===== src/rtl/core/ptr_pkg.sv =====
`default_nettype none

package ptr_pkg;

	localparam int FEAT_W   = 16;
	localparam int NUM_FEAT = 3;
	localparam int SAMPLE_W = NUM_FEAT * FEAT_W + 1;
	localparam int WEIGHT_W = 32;
	localparam int PROD_W   = WEIGHT_W + FEAT_W;
	localparam int DOT_W    = PROD_W + 2;
	localparam int UPD_W    = 16;
	localparam int EXAM_W   = 24;

	localparam logic [EXAM_W-1:0] EXAM_MAX        = {EXAM_W{1'b1}};
	localparam logic [UPD_W-1:0]  MAX_UPDATES_RST = 16'd1024;

	// commands from the controller to the datapath
	typedef struct packed {
		logic cfg_we;
		logic load;
		logic rd;
		logic mul;
		logic sum;
		logic decide;
		logic out_load;
	} ptr_cmd_t;

	// status back to the controller, valid in the decide state
	typedef struct packed {
		logic miss;
		logic limit_hit;
		logic pass_done;
	} ptr_sts_t;

endpackage

`default_nettype wire


===== src/rtl/core/ptr_ctrl.sv =====
`default_nettype none

module ptr_ctrl import ptr_pkg::*; (
	input  wire logic     clk,
	input  wire logic     arst_n,
	input  wire logic     in_valid,
	output logic          in_stall,
	input  wire logic     last_sample,
	output logic          out_valid,
	input  wire logic     out_stall,
	input  wire logic     cfg_valid,
	output logic          cfg_ready,
	output ptr_cmd_t      cmd,
	input  wire ptr_sts_t sts
);

	localparam logic [2:0] S_IDLE   = 3'd0;
	localparam logic [2:0] S_READ   = 3'd1;
	localparam logic [2:0] S_MUL    = 3'd2;
	localparam logic [2:0] S_SUM    = 3'd3;
	localparam logic [2:0] S_DECIDE = 3'd4;
	localparam logic [2:0] S_DONE   = 3'd5;

	logic [2:0] state_q;
	logic [2:0] state_nx;
	logic       out_valid_q;
	logic       accept;
	logic       finish;

	assign in_stall  = (state_q != S_IDLE);
	assign accept    = in_valid && !in_stall;
	assign cfg_ready = 1'b1;
	assign out_valid = out_valid_q;

	assign cmd.cfg_we   = cfg_valid;
	assign cmd.load     = accept;
	assign cmd.rd       = (state_q == S_READ);
	assign cmd.mul      = (state_q == S_MUL);
	assign cmd.sum      = (state_q == S_SUM);
	assign cmd.decide   = (state_q == S_DECIDE);
	assign cmd.out_load = (state_q == S_DONE) && (!out_valid_q || !out_stall);

	// stop on a clean full pass or when the update limit is reached
	assign finish = sts.miss ? sts.limit_hit : sts.pass_done;

	always_comb begin
		state_nx = state_q;
		case (state_q)
			S_IDLE: begin
				if (accept && last_sample) begin
					state_nx = S_READ;
				end
			end
			S_READ:   state_nx = S_MUL;
			S_MUL:    state_nx = S_SUM;
			S_SUM:    state_nx = S_DECIDE;
			S_DECIDE: state_nx = finish ? S_DONE : S_READ;
			S_DONE: begin
				if (cmd.out_load) begin
					state_nx = S_IDLE;
				end
			end
			default:  state_nx = S_IDLE;
		endcase
	end

	always_ff @(posedge clk or negedge arst_n) begin
		if (!arst_n) begin
			state_q     <= S_IDLE;
			out_valid_q <= 1'b0;
		end else begin
			state_q <= state_nx;
			if (cmd.out_load) begin
				out_valid_q <= 1'b1;
			end else if (!out_stall) begin
				out_valid_q <= 1'b0;
			end
		end
	end

endmodule

`default_nettype wire


===== config.mk =====
export PLATFORM = sky130hd
export DESIGN_NAME = ptr_ctrl
export DESIGN_NICKNAME = d
export VERILOG_FILES = /design/src/rtl/core/ptr_pkg.sv /design/src/rtl/core/ptr_ctrl.sv
export SDC_FILE = /design/constraint.sdc
export NUM_CORES = 1
export LEC_CHECK = 0
export BUFFER_PORTS_ARGS = -buffer_cell sky130_fd_sc_hd__buf_4
export CAP_MARGIN = 25
export CORE_AREA = 3 3 40 42
export CTS_CLUSTER_SIZE = 14
export DETAILED_ROUTE_END_ITERATION = 10
export DIE_AREA = 0 0 43 45
export GPL_TIMING_DRIVEN = 0
export MAX_ROUTING_LAYER = met4
export PLACE_DENSITY_LB_ADDON = 0.05
export SYNTH_ARGS = -nofsm -noshare
export SYNTH_HDL_FRONTEND = slang
export SYNTH_SLANG_ARGS = --single-unit

===== constraint.sdc =====
create_clock -name clk -period 1.9 [get_ports clk]
set_clock_uncertainty 0.2 [all_clocks]
set_input_delay 0.285 -clock clk [delete_from_list [all_inputs] [get_ports clk]]
set_output_delay 0.285 -clock clk [all_outputs]
set_load 0.02 [all_outputs]

Word-level counts from Yosys, hierarchy flattened
Cells that the tools add are included.

storage, ports and cells
  output and inout bits = 10
  register bits after elaboration = 4
  bits in read-only memories = 0
  memory bits (writable) = 0
  latch bits = 0
  logic and storage cells = 27
  memories kept = 0
  bits of input ports = 9

cells by class
  equality and inequality tests = 8
  shift-type cells = 0
  muxes and demuxes = 7
  divide/modulo/power cells = 0
  magnitude comparators = 0
  bitwise operators = 0
  add/sub/neg operators = 0
  reduce and logical (&&, ||, !) cells = 10
  multipliers = 0

operators by type and width
  operator                                                         number
  3-bit one-hot mux with 6 select lines                            1
  3-bit two-way mux                                                3
  3-bit by 2-bit == test with 1-bit output, second input constant  2
  3-bit == test, second input constant                             2
  2-bit != test, second input constant                             2
  3-bit by 1-bit == test with 1-bit output, second input constant  1
  1-bit logical AND                                                3
  1-bit zero test                                                  3
  3-bit zero test                                                  1
  1-bit two-way mux                                                3
  3-bit nonzero test                                               1
  2-bit by 1-bit != test with 1-bit output, second input constant  1
  2-bit AND reduction                                              1
  1-bit logical OR                                                 1

Depth between registers and ports, before layout
  depth after elaboration = 6
  gate-level depth with buffers = 4
  depth with buffers taken out = 3

Least setup slack after synthesis
Ideal clock, no wire load.

  path type = register to output
  start = register state_q[2]
  end = output port cmd[5] (netlist bit)
  setup slack = 0.293 ns
  path buffers = 2
  arrival time = 1.122 ns
  stages on the path, launching flop included = 5
  data required time = 1.415 ns
  cell sequence = dfrtp_1 -> buf_6 -> or3_4 -> nor2_2 -> buf_4

on the way
  cells in the longest elaborated chain, start to end = 3

RTL lines
  what                    line            text
  start, declared         ptr_ctrl.sv:24  logic [2:0] state_q;
  start signal, assigned  ptr_ctrl.sv:72  state_q <= state_nx;
  3-bit nonzero test      ptr_ctrl.sv:30  assign in_stall = (state_q != S_IDLE);
  via in_stall            ptr_ctrl.sv:7   output logic in_stall,
  1-bit zero test         ptr_ctrl.sv:31  assign accept = in_valid && !in_stall;
  1-bit logical AND       ptr_ctrl.sv:31
  end, declared           ptr_ctrl.sv:13  output ptr_cmd_t cmd,

The timed path passes the listed nets, and every way through them passes these cells.

Worst setup path after layout
  start = register state_q[0]
  end = output port cmd[5] (netlist bit)

on the way
  cells in the longest elaborated chain, start to end = 3

RTL lines
  what                line
  3-bit nonzero test  ptr_ctrl.sv:30
  1-bit zero test     ptr_ctrl.sv:31
  1-bit logical AND   ptr_ctrl.sv:31

Every way passes these cells.

==> results.txt <==
Status: complete, no violations
CP most frequent cell: buf_6
Stages on the worst setup path: 4
IO Pins: 19
Final setup viols: 0
Cell taking the most area after synthesis: dfrtp_1
Cell Chain, Critical Path: buf_6, or3_4, nor2_4, buf_6
CTS Buf Count: 3
Max_cap viols: 0
Most frequent cells in the layout: buf_4 (21), nand2_1 (5), dfrtp_1 (4)
Vias per cell: 4.114
Vias: 288
Final nets: 66
Final worst-path cycle share: 96.32%
Slowest CP cell: or3_4
Die area: 1935 sq um
Die height: 45 um
Synthesized area per cell: 8.719 sq um
Yosys warnings: 0
Largest delay contributor family on the critical path: simple AND/OR/NAND/NOR gates
Die span in x: 43 um
Crit path launch type: flip-flop
Synth Register Bits: 4
Hold depth: 3
Max-slew violation count: 0
Final worst slack: 0.06993 ns
Leakage: 0.2697 nW
Vias in the first global route: 263
RSZ-0062 raised after global routing: no
CTS H-Tree Depth: 1
Pin count of the biggest net entering global routing: 10
Buffers and inverters on the worst path: 2
Wire per inst: 9.343 um
# diodes: 0
Cells after Synth: 32
Area growth syn-to-layout: 72.65%
Critical Path RT: 1.41 ns
PortBufs: 16
Top post-synthesis cells by area: dfrtp_1 (36%), buf_4 (8.1%), buf_6 (8.1%)
Initial DRC Count: 3
Max incr delay on CP: 0.40 ns
GPL Wtd Cong: 0.7252
CTS tree: built
Max frequency: 546.4 MHz
DPL Wire Length: 505.9 um
CTS Buffer Depth: 2
GRT Total Usage: 7.917%
Reg2Reg Depth: 3
Net Count, Synth: 41
Setup tns final: 0 ns
Min Hold Slack: 0.08594 ns
Synth unique cells: 18
CP arrival: 1.35 ns
DRC Markers: 0
Peak VDD IR: 0.5649 mV
Site Rows: 13
Grt ovf: 0
Root buffer cell: clkbuf_4
Share of cells above drive strength 1: 54.55%
Setup Crit Path Kind: reg2out
CP max FO: 6
Sequential-to-total area share from yosys stat: 35.87%
Pwr/cell area: 1580 nW/um^2
ANT nets after route: 0
Tmin final: 1.830 ns
Dpl ws: 0.2402 ns
Fillers: 138
Initial antenna violation count: 0
Core area: 1285 sq um
Clock transition at the registers of the reported paths: 0.04 ns
Commonest non-fill, non-tap cell in the layout: buf_4
Routed WL: 654 um
Starting Density: 21.71%
First-pass GRT wire length: 1041 um
Drt pass-1 iters: 4
Hold Crit Class: in2reg
Endpoint type of the worst setup path: primary output
Hold Violations, Final: 0
Final Power: 0.7612 mW
Yosys top cell area share: 35.87%
Worst skew pair latency: 0.23 ns
Num Clock Sinks: 4
Mapped cell area: 279.0 sq um
-- logic make-up after synthesis --
family | after synthesis | share of synthesized area, %
flip-flops | 4 | 35.88
buffers and inverters | 7 | 18.83
AO/OA/AOI/OAI | 5 | 13.90
AND/OR/NAND/NOR | 15 | 30.04
other | 1 | 1.344
-- flip-flops by register name (all words and copies together), names as in the netlist --
register   flops
state_q        3
out_valid      1
-- path summary, 6_finish.rpt --
| check | startpoint | slack (ns) | endpoint |
|---|---|---|---|
| max in group asynchronous | arst_n | 1.21 | state_q[1]$_DFFE_PN0P_ |
| worst min register to register | out_valid$_DFFE_PN0P_ | 0.32 | out_valid$_DFFE_PN0P_ |
| worst min-delay path | out_stall | 0.09 | out_valid$_DFFE_PN0P_ |
| worst max register to register | state_q[0]$_DFFE_PN0P_ | 0.60 | state_q[2]$_DFFE_PN0P_ |
| worst max-delay path | state_q[0]$_DFFE_PN0P_ | 0.07 | cmd[5] |
| min in group asynchronous | arst_n | 0.18 | state_q[0]$_DFFE_PN0P_ |
-- area by class of cell --
cell class / count / area, sq um / area share (%)
timing repair buffer: 21 / 163.9 / 34.03
multi-input combinational: 21 / 131.4 / 27.27
sequential: 4 / 100.1 / 20.78
buffer: 4 / 37.54 / 7.792
clock buffer: 3 / 22.52 / 4.675
tap: 15 / 18.77 / 3.896
inverter: 2 / 7.507 / 1.558
-- per-stage QoR --
| stage | std cells | instance area (sq um) | util, % |
|---|---|---|---|
| after global placement | 63 | 417.9 | 32.52 |
| after CTS | 68 | 461.7 | 35.93 |
| after detailed placement | 63 | 417.9 | 32.52 |
| after global routing | 70 | 481.7 | 37.49 |
| final | 70 | 481.7 | 37.49 |
| after floorplan | 32 | 279.0 | - |
-- cells in the mapped netlist --
| cell | n |
|---|---|
| or2_1 | 1 |
| nand3_1 | 1 |
| nor3b_1 | 2 |
| buf_4 | 3 |
| nor2_1 | 2 |
| a21oi_1 | 2 |
| nor2_2 | 1 |
| or3_4 | 1 |
| nand2_1 | 5 |
| nor3_1 | 1 |
| a41o_1 | 1 |
| inv_1 | 2 |
| dfrtp_1 | 4 |
| conb_1 | 1 |
| buf_6 | 2 |
| nor2b_2 | 1 |
| a211o_1 | 1 |
| o211a_1 | 1 |
-- power by group --
part	leakage (nW)	total, mW	switching [mW]	internal (mW)
Clock	0.0138	0.102	0.0316	0.0704
Combinational	0.204	0.507	0.240	0.267
Sequential	0.0523	0.152	0.0299	0.122
-- timing repair --
| action | CTS | global route |
|---|---|---|
| pin swaps | 0 | 2 |
| setup endpoints to repair | 1 | 1 |
| hold endpoints to repair | 4 | 0 |
| buffers inserted | 1 | 3 |
| hold buffers | 1 | 0 |
| resized for setup | 1 | 1 |
-- worst min-delay path, delay by kind of cell --
family | cells | cell delay [ns]
buf+inv | 1 | 0.08
simple gates | 2 | 0.11
-- layer usage --
metal / vias to the layer above / GRT usage, % / routed length [um]
met3: 2 / 5.578 / 81
li1: 148 / - / -
met5: - / - / 0
met4: 0 / 5.422 / 12
met2: 14 / 10.18 / 296
met1: 124 / 8.516 / 264
Power figures use the tool's default switching activity.
